--- src/rtl/kps_pkg.sv ---
// Shared types, constants and helpers for the keypad scanner.
package kps_pkg;

    localparam int unsigned SCAN_PERIOD_TICKS_DEF    = 10;
    localparam int unsigned REFRESH_PERIOD_TICKS_DEF = 20;

    localparam logic [7:0] LONG_PRESS_RESET    = 8'd60;
    localparam logic [7:0] RELEASE_SCANS_RESET = 8'd3;
    localparam logic       DISPLAY_EN_RESET    = 1'b0;

    localparam logic [2:0] LINES_ALL_HIGH = 3'b111;
    localparam logic [2:0] DIGIT_OFF      = 3'd4;
    localparam logic [7:0] HOLD_MAX       = 8'd255;
    localparam logic [3:0] KEY_NONE       = 4'd0;
    localparam logic [3:0] KEY_CENTER     = 4'd5;
    localparam logic [1:0] COL_LAST       = 2'd2;

    localparam int unsigned CFG_DATA_W  = 8;
    localparam int unsigned CFG_INDEX_W = 2;

    typedef enum logic [CFG_INDEX_W-1:0] {
        CFG_LONG_PRESS_TICKS = 2'd0,
        CFG_RELEASE_SCANS    = 2'd1,
        CFG_DISPLAY_ENABLE   = 2'd2
    } cfg_index_t;

    typedef struct packed {
        logic [2:0] row_low;
        logic       clear_key;
    } in_item_t;

    typedef struct packed {
        logic [2:0] column_drive_n;
        logic [3:0] key_code;
        logic       released;
        logic       long_press;
        logic       refresh_pulse;
        logic [2:0] digit_select;
    } out_item_t;

    typedef struct packed {
        logic [7:0] long_press_ticks;
        logic [7:0] release_scans;
        logic       display_enable;
    } cfg_t;

    function automatic logic [2:0] lines_for_column(input logic [1:0] col);
        logic [2:0] lines;
        unique case (col)
            2'd0:    lines = 3'b011;
            2'd1:    lines = 3'b101;
            default: lines = 3'b110;
        endcase
        return lines;
    endfunction

endpackage

--- src/rtl/keypad_scan_long_press.sv ---
// Top level of the 3x3 keypad scanner: configuration, handshake and result register.
//
// Usage: drive one transaction on the s_ channel per 5 ms tick, carrying the
// sampled row lines and the consumer's clear request. Each accepted transaction
// yields exactly one result transaction on the m_ channel with the column drive
// lines, the latched key code, release and long-press flags, the refresh pulse
// and the display digit select.
// The result is registered and becomes valid in the cycle after the transaction is accepted.
// Throughput: one transaction per cycle while s_ready is high; the state update is a single pass of
// logic into the state registers and the result register.
// Stalls: s_ready stays high while the result register is empty or being taken
// in the same cycle; with m_ready low and a result pending, s_ready drops and
// the result holds.
// Configuration: cfg_we writes cfg_data into register cfg_index (0 long-press
// ticks, 1 release scans, 2 display enable) at the clock edge, no wait.
// Reset: aresetn low at a clock edge clears all state, drives all column lines
// high, empties the result register and restores register defaults.
module keypad_scan_long_press #(
    parameter int unsigned SCAN_PERIOD_TICKS    = kps_pkg::SCAN_PERIOD_TICKS_DEF,
    parameter int unsigned REFRESH_PERIOD_TICKS = kps_pkg::REFRESH_PERIOD_TICKS_DEF
) (
    input  logic                                aclk,
    input  logic                                aresetn,
    input  logic                                s_valid,
    output logic                                s_ready,
    input  kps_pkg::in_item_t                   s_data,
    output logic                                m_valid,
    input  logic                                m_ready,
    output kps_pkg::out_item_t                  m_data,
    input  logic                                cfg_we,
    input  logic [kps_pkg::CFG_INDEX_W-1:0]     cfg_index,
    input  logic [kps_pkg::CFG_DATA_W-1:0]      cfg_data
);

    kps_pkg::cfg_t      cfg_reg;
    kps_pkg::out_item_t result;
    kps_pkg::out_item_t m_data_reg;
    logic               m_valid_reg;
    logic               accept;

    assign s_ready = !m_valid_reg || m_ready;
    assign accept  = s_valid && s_ready;
    assign m_valid = m_valid_reg;
    assign m_data  = m_data_reg;

    always_ff @(posedge aclk) begin
        if (!aresetn) begin
            cfg_reg.long_press_ticks <= kps_pkg::LONG_PRESS_RESET;
            cfg_reg.release_scans    <= kps_pkg::RELEASE_SCANS_RESET;
            cfg_reg.display_enable   <= kps_pkg::DISPLAY_EN_RESET;
        end else if (cfg_we) begin
            unique case (kps_pkg::cfg_index_t'(cfg_index))
                kps_pkg::CFG_LONG_PRESS_TICKS: cfg_reg.long_press_ticks <= cfg_data;
                kps_pkg::CFG_RELEASE_SCANS:    cfg_reg.release_scans    <= cfg_data;
                kps_pkg::CFG_DISPLAY_ENABLE:   cfg_reg.display_enable   <= cfg_data[0];
                default: begin
                end
            endcase
        end
    end

    kps_core #(
        .SCAN_PERIOD_TICKS    (SCAN_PERIOD_TICKS),
        .REFRESH_PERIOD_TICKS (REFRESH_PERIOD_TICKS)
    ) u_core (
        .aclk    (aclk),
        .aresetn (aresetn),
        .step    (accept),
        .item    (s_data),
        .cfg     (cfg_reg),
        .result  (result)
    );

    always_ff @(posedge aclk) begin
        if (!aresetn) begin
            m_valid_reg <= 1'b0;
        end else if (accept) begin
            m_valid_reg <= 1'b1;
        end else if (m_ready) begin
            m_valid_reg <= 1'b0;
        end
    end

    always_ff @(posedge aclk) begin
        if (accept) begin
            m_data_reg <= result;
        end
    end

endmodule

--- src/rtl/kps_core.sv ---
// Scanner state and its per-transaction update.
module kps_core #(
    parameter int unsigned SCAN_PERIOD_TICKS    = kps_pkg::SCAN_PERIOD_TICKS_DEF,
    parameter int unsigned REFRESH_PERIOD_TICKS = kps_pkg::REFRESH_PERIOD_TICKS_DEF
) (
    input  logic               aclk,
    input  logic               aresetn,
    input  logic               step,
    input  kps_pkg::in_item_t  item,
    input  kps_pkg::cfg_t      cfg,
    output kps_pkg::out_item_t result
);

    localparam int unsigned SCAN_W = (SCAN_PERIOD_TICKS > 1) ? $clog2(SCAN_PERIOD_TICKS) : 1;
    localparam int unsigned REFR_W =
        (REFRESH_PERIOD_TICKS > 1) ? $clog2(REFRESH_PERIOD_TICKS) : 1;
    localparam logic [SCAN_W-1:0] SCAN_LAST = SCAN_W'(SCAN_PERIOD_TICKS - 1);
    localparam logic [REFR_W-1:0] REFR_LAST = REFR_W'(REFRESH_PERIOD_TICKS - 1);
    localparam logic [1:0] COL_LAST = kps_pkg::COL_LAST;

    logic [REFR_W-1:0] tick_phase_reg, tick_phase_next;
    logic [SCAN_W-1:0] scan_phase_reg, scan_phase_next;
    logic [1:0]        digit_phase_reg, digit_phase_next;
    logic [31:0]       scan_count_reg, scan_count_next;
    logic [31:0]       press_stamp_reg, press_stamp_next;
    logic [1:0]        active_column_reg, active_column_next;
    logic [2:0]        column_lines_reg, column_lines_next;
    logic              detect_armed_reg, detect_armed_next;
    logic [3:0]        latched_key_reg, latched_key_next;
    logic              release_flag_reg, release_flag_next;
    logic [7:0]        hold_count_reg, hold_count_next;
    logic              long_flag_reg, long_flag_next;

    logic       refresh;
    logic       scan_wrap;
    logic [1:0] row_idx;
    logic [1:0] col_idx;
    logic [3:0] key_pressed;
    logic [31:0] since_press;

    always_comb begin
        row_idx = item.row_low[0] ? 2'd0 : (item.row_low[1] ? 2'd1 : 2'd2);
        col_idx = (active_column_reg > COL_LAST) ? COL_LAST : active_column_reg;
        key_pressed = 4'd9 - ({2'b00, col_idx} + {1'b0, col_idx, 1'b0}) - {2'b00, row_idx};

        detect_armed_next  = detect_armed_reg;
        press_stamp_next   = press_stamp_reg;
        release_flag_next  = release_flag_reg;
        column_lines_next  = column_lines_reg;
        latched_key_next   = item.clear_key ? kps_pkg::KEY_NONE : latched_key_reg;

        if (detect_armed_reg && (item.row_low != 3'd0)) begin
            detect_armed_next = 1'b0;
            press_stamp_next  = scan_count_reg;
            release_flag_next = 1'b0;
            latched_key_next  = key_pressed;
            column_lines_next = kps_pkg::LINES_ALL_HIGH;
        end

        hold_count_next = hold_count_reg;
        long_flag_next  = long_flag_reg;
        if ((latched_key_next != kps_pkg::KEY_NONE)
                && (latched_key_next != kps_pkg::KEY_CENTER)) begin
            if (hold_count_reg != kps_pkg::HOLD_MAX) begin
                hold_count_next = hold_count_reg + 8'd1;
            end
            if (hold_count_next > cfg.long_press_ticks) begin
                long_flag_next = 1'b1;
            end
        end else begin
            hold_count_next = 8'd0;
            long_flag_next  = 1'b0;
        end

        digit_phase_next = digit_phase_reg + 2'd1;

        refresh         = (tick_phase_reg == REFR_LAST);
        tick_phase_next = refresh ? '0 : tick_phase_reg + REFR_W'(1);

        scan_wrap       = (scan_phase_reg == SCAN_LAST);
        scan_phase_next = scan_wrap ? '0 : scan_phase_reg + SCAN_W'(1);

        scan_count_next    = scan_count_reg;
        active_column_next = active_column_reg;
        since_press        = scan_count_reg + 32'd1 - press_stamp_next;
        if (scan_wrap) begin
            scan_count_next    = scan_count_reg + 32'd1;
            active_column_next = (active_column_reg >= COL_LAST) ? 2'd0
                                                                 : active_column_reg + 2'd1;
            column_lines_next  = kps_pkg::lines_for_column(active_column_next);
            detect_armed_next  = 1'b1;
            if (since_press > {24'd0, cfg.release_scans}) begin
                release_flag_next = 1'b1;
            end
        end

        result.column_drive_n = column_lines_next;
        result.key_code       = latched_key_next;
        result.released       = release_flag_next;
        result.long_press     = long_flag_next;
        result.refresh_pulse  = refresh;
        result.digit_select   = cfg.display_enable ? {1'b0, digit_phase_next}
                                                   : kps_pkg::DIGIT_OFF;
    end

    always_ff @(posedge aclk) begin
        if (!aresetn) begin
            tick_phase_reg    <= '0;
            scan_phase_reg    <= '0;
            digit_phase_reg   <= '0;
            scan_count_reg    <= '0;
            press_stamp_reg   <= '0;
            active_column_reg <= '0;
            column_lines_reg  <= kps_pkg::LINES_ALL_HIGH;
            detect_armed_reg  <= 1'b0;
            latched_key_reg   <= kps_pkg::KEY_NONE;
            release_flag_reg  <= 1'b0;
            hold_count_reg    <= '0;
            long_flag_reg     <= 1'b0;
        end else if (step) begin
            tick_phase_reg    <= tick_phase_next;
            scan_phase_reg    <= scan_phase_next;
            digit_phase_reg   <= digit_phase_next;
            scan_count_reg    <= scan_count_next;
            press_stamp_reg   <= press_stamp_next;
            active_column_reg <= active_column_next;
            column_lines_reg  <= column_lines_next;
            detect_armed_reg  <= detect_armed_next;
            latched_key_reg   <= latched_key_next;
            release_flag_reg  <= release_flag_next;
            hold_count_reg    <= hold_count_next;
            long_flag_reg     <= long_flag_next;
        end
    end

endmodule

--- config.mk ---
export PLATFORM = sky130hd
export DESIGN_NAME = keypad_scan_long_press
export DESIGN_NICKNAME = d
export VERILOG_FILES = /design/src/rtl/kps_pkg.sv /design/src/rtl/keypad_scan_long_press.sv /design/src/rtl/kps_core.sv
export SDC_FILE = /design/constraint.sdc
export NUM_CORES = 1
export LEC_CHECK = 0
export ABC_AREA = 1
export BUFFER_PORTS_ARGS = -buffer_cell sky130_fd_sc_hd__buf_2
export CORE_MARGIN = 3
export CORE_UTILIZATION = 30
export CTS_CLUSTER_SIZE = 12
export DETAILED_ROUTE_END_ITERATION = 10
export GPL_TIMING_DRIVEN = 0
export MAX_ROUTING_LAYER = met4
export PLACE_DENSITY_LB_ADDON = 0.08
export SKIP_CTS_REPAIR_TIMING = 1
export SYNTH_ARGS = -nofsm -noshare
export SYNTH_HDL_FRONTEND = slang
export SYNTH_SLANG_ARGS = --single-unit
--- constraint.sdc ---
create_clock -name aclk -period 6.6 [get_ports aclk]
set_input_delay 0.66 -clock aclk [delete_from_list [all_inputs] [get_ports aclk]]
set_output_delay 0.66 -clock aclk [all_outputs]
set_load 0.01 [all_outputs]
Word level (Yosys, flattened, before mapping)
Cells that the tools add are included.

Flip-flop bits (word level): 126. Bits in latches: 0. RAM bits: 0. Bits in read-only memories: 0. Input bits: 19. Output and inout bits: 15. Logic and storage cells: 85. Memories: 0.

Add/sub/neg operators: 10. Multiply operators: 0. Div/mod/pow operators: 0. Magnitude comparators: 4. Equality and inequality tests: 7. Shift operators: 0. Mux-type cells: 25. Bitwise logic cells: 0. Reductions and logical operators: 16.

Operators by type and width (count): $add A32 B1 Y32 const B (1); $gt A32 B8 Y1 (1); $mux W32 (1); $sub A32 B32 Y32 (1); $mux W8 (3); $mux W4 (3); $reduce_and A2 Y1 (5); $mux W1 (9); $mux W3 (3); $add A8 B1 Y8 const B (1); $gt A8 B8 Y1 (1); $mux W2 (4); $ne A8 B8 Y1 const B (1); $pmux W3 S2 (1); $add A5 B1 Y5 const B (1); $eq A5 B5 Y1 const B (1); $mux W5 (1); $add A2 B1 Y2 const B (2); $add A2 B3 Y4 (1); $add A4 B1 Y4 const B (1); $eq A2 B1 Y1 const B (2); $eq A4 B4 Y1 const B (1); $logic_not A2 Y1 (2); $ne A4 B3 Y1 const B (1); other kinds (11) (14).

Depth between registers and ports, before layout
Gate-level depths: netlist (run 1).

Word-level depth: 12. Depth in mapped cells: 33. Depth with buffers taken out: 29.

Modules after synthesis
A second synthesis (run 1) with hierarchy kept.

Cell total of the unflattened synthesis: 1468. Area, all modules: 9226.3 µm².

Modules (own cells, without submodules): kps_core (instances 1, cells each 1347, area each 8071.5 µm², sequential area each 1901.8 µm²); keypad_scan_long_press (instances 1, cells each 121, area each 1154.9 µm², sequential area each 750.7 µm²).

Worst setup path after synthesis (run 1)
No wires, ideal clock.

Kind: input -> register. Start point: in s_data[1] (netlist bit). End point: reg m_data_reg (netlist bit m_data[5]) (data pin). Setup time: 0.253 ns. Arrival: 4.383 ns. Required time: 6.347 ns. Slack: 1.964 ns. Stages on the path: 30. Buffers on the path: 4. Path through: nor2_2 -> nand2_2 -> nand2_2 -> buf_6 -> clkbuf_1 -> clkbuf_1 -> clkbuf_1 -> nor2_1 -> a21oi_1 -> ha_1 -> a21o_1 -> a21boi_0 -> nand2_1 -> xor2_1 -> ha_1 -> nand2_1 -> nor2_1 -> nand3_1 -> nor2_1 -> o22ai_1 -> nor2_1 -> nand2_1 -> nor2_1 -> nand3_1 -> nor2_1 -> nand3_1 -> nor2_1 -> nand2_1 -> nand2_1 -> nand2_1.

RTL lines: start: declaration (RTL line keypad_scan_long_press.sv:26) `input kps_pkg::in_item_t s_data,`; end signal: assignment (RTL line keypad_scan_long_press.sv:86) `m_data_reg <= result;`; end: declaration (RTL line keypad_scan_long_press.sv:37) `kps_pkg::out_item_t m_data_reg;`.

==> results.py, run 1 <==
metrics = {
    "global_routing": {
        "busiest_layer": "met2",
        "grt_pass1_wl_um": 46400,
        "antenna_found_initial": 0,
        "grt_max_degree": 17,
        "overflow": 0,
        "met1_usage_pct": 26.4,
        "grt_pass1_vias": 8270,
        "use_met2_pct": 28.0,
        "use_met3_pct": 2.87,
        "globalRouteTotalUtil_pct": 18.7,
    },
    "floorplanning": {
        "rows": 62,
        "die_w_um": 179,
        "fp.coreArea_um2": 29200,
        "ios": 34,
        "die_y_um": 179,
        "initial_core_util_pct": 31.0,
        "die-area_um2": 32200,
    },
    "sta": {
        "relSlewSlack_pct": 35.3,
        "finClkSkew_ns": 0.0159,
        "maxSlewViolCount": 0,
        "fin_crit_sh_pct": 88.5,
        "finalCriticalPeriod_ns": 5.84,
        "worstMarginPinSlew_ns": 0.962,
        "finalHoldViolations": 0,
        "grt_setup_unrepaired": "false",
        "max_freq_ghz": 0.171,
        "setup_viol": 0,
        "setup_tns_ns": 0,
    },
    "placed_design": {
        "dpl_cell_area_um2": 9700,
        "dp_hpwl_um": 23000,
        "gp_congestion": 0.853,
        "port_buffers": 32,
    },
    "power_and_ir_drop": {
        "peakVddDrop_v": 0.000150,
        "p_leak_nw": 5.20,
        "power_density_nw_per_um2": 215,
        "finalPower_mw": 2.23,
    },
    "setup_path": {
        "r2r-end": "m_data[5]",
        "r2r-start": "u_core.detect_armed_reg",
        "crit_arrival_ns": 6.02,
        "crit_buf_inv": 5,
        "required_ns": 6.78,
        "crit_family": "simple AND/OR/NAND/NOR gates",
        "critPathSlowestCell": "o31ai_1",
        "crit_path_start_kind": "input port",
        "ff2ff_setup_slack_ns": 1.03,
        "worstSetupEndpointType": "flip-flop",
        "crit_type": "input port to flip-flop",
        "reg2reg_depth": 26,
        "path_max_fanout": 10,
        "crit_path_frequent_cell": "nor2_1",
        "max_stage_delay_ns": 0.46,
    },
    "logic_synthesis": {
        "syn_avg_cell_area_um2": 6.37,
        "synth_area_leader_cell": "dfxtp_1",
        "synth_nets": 1484,
        "synth_area_leaders": "dfxtp_1 (25%), nand2_1 (16%), inv_1 (9.6%), ha_1 (6.4%), nand3_1 (6.3%)",
        "netlist_instances": 1418,
        "ys.flop_type": "dfxtp_1",
        "ys_types": 52,
        "synth_edf_count": 13,
        "ys_ff_latch": 126,
        "synthArstFlopShare_pct": 0,
        "synth.top_cells.by_count": "nand2_1 (379), inv_1 (230), dfxtp_1 (113), nand3_1 (113), nor2_1 (113)",
        "yosysSeqAreaShare_pct": 29.4,
        "yosysTopAreaCellShare_pct": 25.1,
        "synth_warnings": 0,
        "synth_area_um2": 9030,
        "yosysMostFrequentCell": "nand2_1",
    },
    "routing": {
        "drc_errors": 0,
        "ant_nets": 0,
        "wirelength_um": 29100,
        "drt_iter0_drc": 606,
        "via_per_inst": 4.77,
        "vias": 8904,
        "drtPass1Iterations": 5,
        "wl_per_cell_um": 15.6,
    },
    "clocking": {
        "cts_made_buffers": 17,
        "numClockSinks": 126,
        "cts_buffer_depth": 2,
        "htreeDepth": 4,
        "root_buffer": "clkbuf_16",
        "clock_latency_ns": 0.43,
        "cts_tree": "built",
        "clk_pin_slew_worst_paths_ns": 0.06,
    },
    "min_path": {
        "holdPathStages": 2,
        "min_path_type": "flip-flop to flip-flop",
        "holdPathEnd": "u_core.hold_count_reg[3]",
        "min_from": "u_core.hold_count_reg[3]",
    },
    "finish": {
        "synthToLayoutAreaGrowth_pct": 14.6,
        "insertedDiodeCount": 0,
        "final_cell_area_um2": 10400,
        "fill_cells": 3246,
        "final_layout_size_suffix_gt1_share_pct": 10.4,
        "nets": 1536,
    },
    "run": {
        "maxCapViolations": 0,
    },
    "outcome": {
        "outcome": "finished clean",
    },
}
## cells by family after synthesis
family          after synthesis  synth area share (%)
flops                       126                  29.4
simple gates                714                  35.2
fa+ha+maj                    47                  6.60
buf+inv                     275                  11.9
compound gates              226                  14.0
xor+xnor                     26                  2.52
mux                           4                 0.443
## per-stage QoR
step	utilization [%]	instances	hold slack [ns]	setup WS, ns
after floorplan	-	1418	0.435	1.96
after detailed placement	33.2	1835	0.458	0.0750
after global routing	35.5	1867	0.483	0.142
final	35.5	1867	0.465	0.759
after global placement	33.2	1834	0.450	0.0897
after CTS	35.5	1867	0.451	0.540
## worst max-delay path by stage
| stage | end | depth (start not counted) | from |
|---|---|---|---|
| floorplan | m_data[5] | 30 | s_data[1] |
| global placement | m_data[5] | 29 | s_data[1] |
| detailed placement | m_data[5] | 29 | s_data[1] |
| CTS | m_data[5] | 29 | s_data[1] |
| global route | m_data[5] | 30 | s_data[1] |
| finish | m_data[5] | 29 | s_data[1] |
## power by group
| part | switching, mW | internal [mW] | total (mW) |
|---|---|---|---|
| sequential | 0.0139 | 0.808 | 0.822 |
| clock | 0.382 | 0.661 | 1.04 |
| combinational | 0.245 | 0.118 | 0.362 |
| total | 0.641 | 1.59 | 2.23 |
## placed cells by master, fill, tap and decap left out, types with 3 or more instances in the layout
| cell type | count |
|---|---|
| clkbuf_1 | 25 |
| buf_6 | 3 |
| ha_1 | 46 |
| inv_2 | 6 |
| buf_1 | 3 |
| a21oi_1 | 89 |
| nor2_1 | 113 |
| mux2i_1 | 4 |
| inv_1 | 230 |
| nor3_1 | 14 |
| bufinv_16 | 3 |
| clkbuf_16 | 19 |
| buf_4 | 3 |
| edfxtp_1 | 13 |
| nand3b_1 | 5 |
| clkinv_4 | 3 |
| o21ai_1 | 8 |
| o22ai_1 | 18 |
| dfxtp_1 | 113 |
| nand2_2 | 34 |
| buf_2 | 33 |
| nor2_2 | 17 |
| nand4_1 | 15 |
| nand2_1 | 379 |
| nor2_4 | 9 |
| o21ai_0 | 74 |
| nand3_1 | 113 |
| nand3_2 | 5 |
| xor2_1 | 17 |
| xnor2_1 | 9 |
| o211ai_1 | 19 |
| a21oi_2 | 3 |
| nor4_1 | 3 |
## metal layers
layer	share of wire, %	vias to the layer above
met5	0	-
met4	1.4	0
met3	3.9	19
met2	43	159
met1	51	4050
li1	-	4676
## final cells by class
cell class	count	area [um2]	share of cell area, %
buffer	37	180	1.74
clock buffer	21	503	4.86
clock inverter	11	150	1.45
inverter	238	893	8.63
multi-input combinational	1017	5310	51.2
sequential	126	2650	25.6
tap	384	480	4.64
timing repair buffer	33	188	1.81
## worst register-to-register path, delay by kind of cell (launching register included)
family,cells,cell delay [ns]
xor+xnor,1,0.15
buf+inv,4,1.19
compound gates,3,0.76
fa+ha+maj,3,1.00
flops,1,0.33
simple gates,15,1.91
No activity file was read; power rests on OpenSTA's default activity.
==> run 2, diff against run 1 <==
--- a/config.mk
+++ b/config.mk
@@ -6,14 +6,14 @@
 export NUM_CORES = 1
 export LEC_CHECK = 0
 export ABC_AREA = 1
-export BUFFER_PORTS_ARGS = -buffer_cell sky130_fd_sc_hd__buf_2
 export CORE_MARGIN = 3
-export CORE_UTILIZATION = 30
+export CORE_UTILIZATION = 65
 export CTS_CLUSTER_SIZE = 12
 export DETAILED_ROUTE_END_ITERATION = 10
+export DONT_BUFFER_PORTS = 1
 export GPL_TIMING_DRIVEN = 0
 export MAX_ROUTING_LAYER = met4
-export PLACE_DENSITY_LB_ADDON = 0.08
+export PLACE_DENSITY_LB_ADDON = 0.12
 export SKIP_CTS_REPAIR_TIMING = 1
 export SYNTH_ARGS = -nofsm -noshare
 export SYNTH_HDL_FRONTEND = slang
==> results.py, run 2 (synthesized netlist as in run 1, its figures left out) <==
metrics = {
    "clocking": {
        "numClockSinks": 126,
        "cts_made_buffers": 17,
        "root_buffer": "clkbuf_16",
        "cts_tree": "built",
        "cts_buffer_depth": 2,
        "clk_pin_slew_worst_paths_ns": 0.06,
        "htreeDepth": 4,
        "clock_latency_ns": 0.43,
    },
    "placed_design": {
        "port_buffers": 0,
        "gp_congestion": 1.00,
        "post-place-ws_ns": 0.706,
        "dpl_cell_area_um2": 9250,
        "dp_hpwl_um": 18900,
        "place_inst": 1594,
    },
    "routing": {
        "vias": 9384,
        "via_per_inst": 5.77,
        "drc_errors": 0,
        "drtPass1Iterations": 7,
        "ant_nets": 0,
        "wl_per_cell_um": 15.6,
        "wirelength_um": 25300,
        "drt_iter0_drc": 1032,
    },
    "global_routing": {
        "globalRouteTotalUtil_pct": 34.8,
        "grt_pass1_wl_um": 40500,
        "antenna_found_initial": 0,
        "grt_pass1_vias": 8340,
        "overflow": 0,
        "grt_max_degree": 23,
    },
    "setup_path": {
        "worstSetupEndpointType": "flip-flop",
        "required_ns": 6.78,
        "crit_buf_inv": 4,
        "ff2ff_setup_slack_ns": 1.11,
        "path_max_fanout": 10,
        "critPathSlowestCell": "clkbuf_1",
        "crit_arrival_ns": 5.78,
        "crit_path_frequent_cell": "nor2_1",
        "crit_family": "simple AND/OR/NAND/NOR gates",
        "r2r-end": "m_data[5]",
        "max_stage_delay_ns": 0.59,
        "crit_path_start_kind": "input port",
        "reg2reg_depth": 28,
        "crit_type": "input port to flip-flop",
        "r2r-start": "u_core.detect_armed_reg",
    },
    "sta": {
        "setup_viol": 0,
        "finalHoldViolations": 0,
        "grt_setup_unrepaired": "false",
        "setup_tns_ns": 0,
        "finClkSkew_ns": 0.0131,
        "relSlewSlack_pct": 16.0,
        "worstMarginPinSlew_ns": 1.26,
        "finalCriticalPeriod_ns": 5.60,
        "fin_crit_sh_pct": 84.9,
        "setup_slack_ns": 0.998,
        "maxSlewViolCount": 0,
        "max_freq_ghz": 0.179,
    },
    "power_and_ir_drop": {
        "power_density_nw_per_um2": 214,
        "p_leak_nw": 5.02,
        "peakVddDrop_v": 0.000217,
    },
    "floorplanning": {
        "initial_core_util_pct": 67.4,
        "fp.coreArea_um2": 13400,
        "die_y_um": 124,
        "rows": 42,
        "die_w_um": 124,
        "ios": 34,
        "die-area_um2": 15300,
    },
    "finish": {
        "final_cell_mix": "nand2_1 (379), inv_1 (230), nor2_1 (113), nand3_1 (113), dfxtp_1 (113)",
        "nets": 1503,
        "final_cell_count_no_fill": 1626,
        "synthToLayoutAreaGrowth_pct": 8.94,
        "insertedDiodeCount": 0,
        "final_layout_size_suffix_gt1_share_pct": 8.21,
        "final_util_pct": 73.4,
        "layout_commonest_cell": "nand2_1",
        "final_cell_area_um2": 9840,
        "fill_cells": 1118,
    },
    "min_path": {
        "holdPathStages": 2,
        "min_from": "cfg_data[3]",
        "holdPathEnd": "cfg_reg[12]",
        "min_path_type": "input port to flip-flop",
    },
    "outcome": {
        "outcome": "finished clean",
    },
    "run": {
        "maxCapViolations": 0,
    },
}
-- run 2: changes by cell type in the layout (fill, tap and decap cells not counted), moves of 2 or more --
cell	before	now
clkbuf_8	2	0
clkinv_4	3	5
inv_6	1	3
buf_2	33	1
clkbuf_16	19	17
-- run 2: worst max-delay path by stage --
stage / startpoint / endpoint / slack, ns / cells after the start
3_5_place_dp: s_data[1] / m_data[5] / 0.71 / 30
4_1_cts: s_data[1] / m_data[5] / 1.07 / 30
3_3_place_gp: s_data[1] / m_data[5] / 0.77 / 30
5_1_grt: s_data[1] / m_data[5] / 0.49 / 30
6_report: s_data[1] / m_data[5] / 1.0 / 30
2_1_floorplan: s_data[1] / m_data[5] / 1.96 / 30
-- run 2: where the power goes --
group / internal [mW] / total, mW / switching [mW]
registers: 0.809 / 0.827 / 0.0184
clock network: 0.559 / 0.937 / 0.378
logic: 0.109 / 0.339 / 0.231
total: 1.48 / 2.10 / 0.627
-- run 2: routing by layer --
| metal | up-vias | share of wire (%) | global-route usage (%) |
|---|---|---|---|
| li1 | 4596 | - | - |
| met1 | 4272 | 43 | 45.8 |
| met2 | 453 | 45 | 53.7 |
| met3 | 63 | 9.5 | 7.63 |
| met4 | 0 | 2.4 | 10.8 |
| met5 | - | 0 | - |
-- run 2: worst reg2reg max path: cells and delay by family, from the launching register on --
| kind | cells | cell delay, ns |
|---|---|---|
| simple gates | 17 | 1.86 |
| buf+inv | 4 | 1.55 |
| compound gates | 4 | 0.66 |
| fa+ha+maj | 2 | 0.64 |
| flops | 1 | 0.33 |
| xor+xnor | 1 | 0.20 |
-- run 2: final cells by class --
| cell class | instances | area [um2] | share of cell area (%) |
|---|---|---|---|
| Clock buffer | 17 | 425 | 4.32 |
| Buffer | 37 | 179 | 1.82 |
| Inverter | 238 | 893 | 9.08 |
| Tap cell | 176 | 220 | 2.24 |
| Multi-Input combinational cell | 1017 | 5310 | 53.9 |
| Sequential cell | 126 | 2650 | 27.0 |
| Clock inverter | 15 | 161 | 1.64 |
-- run 2: stage by stage --
stage	total power, mW	hold WS, ns
2_1_floorplan	1.09	0.435
3_3_place_gp	1.16	0.448
3_5_place_dp	1.17	0.458
4_1_cts	2.10	0.357
5_1_grt	2.19	0.362
6_report	2.10	0.363
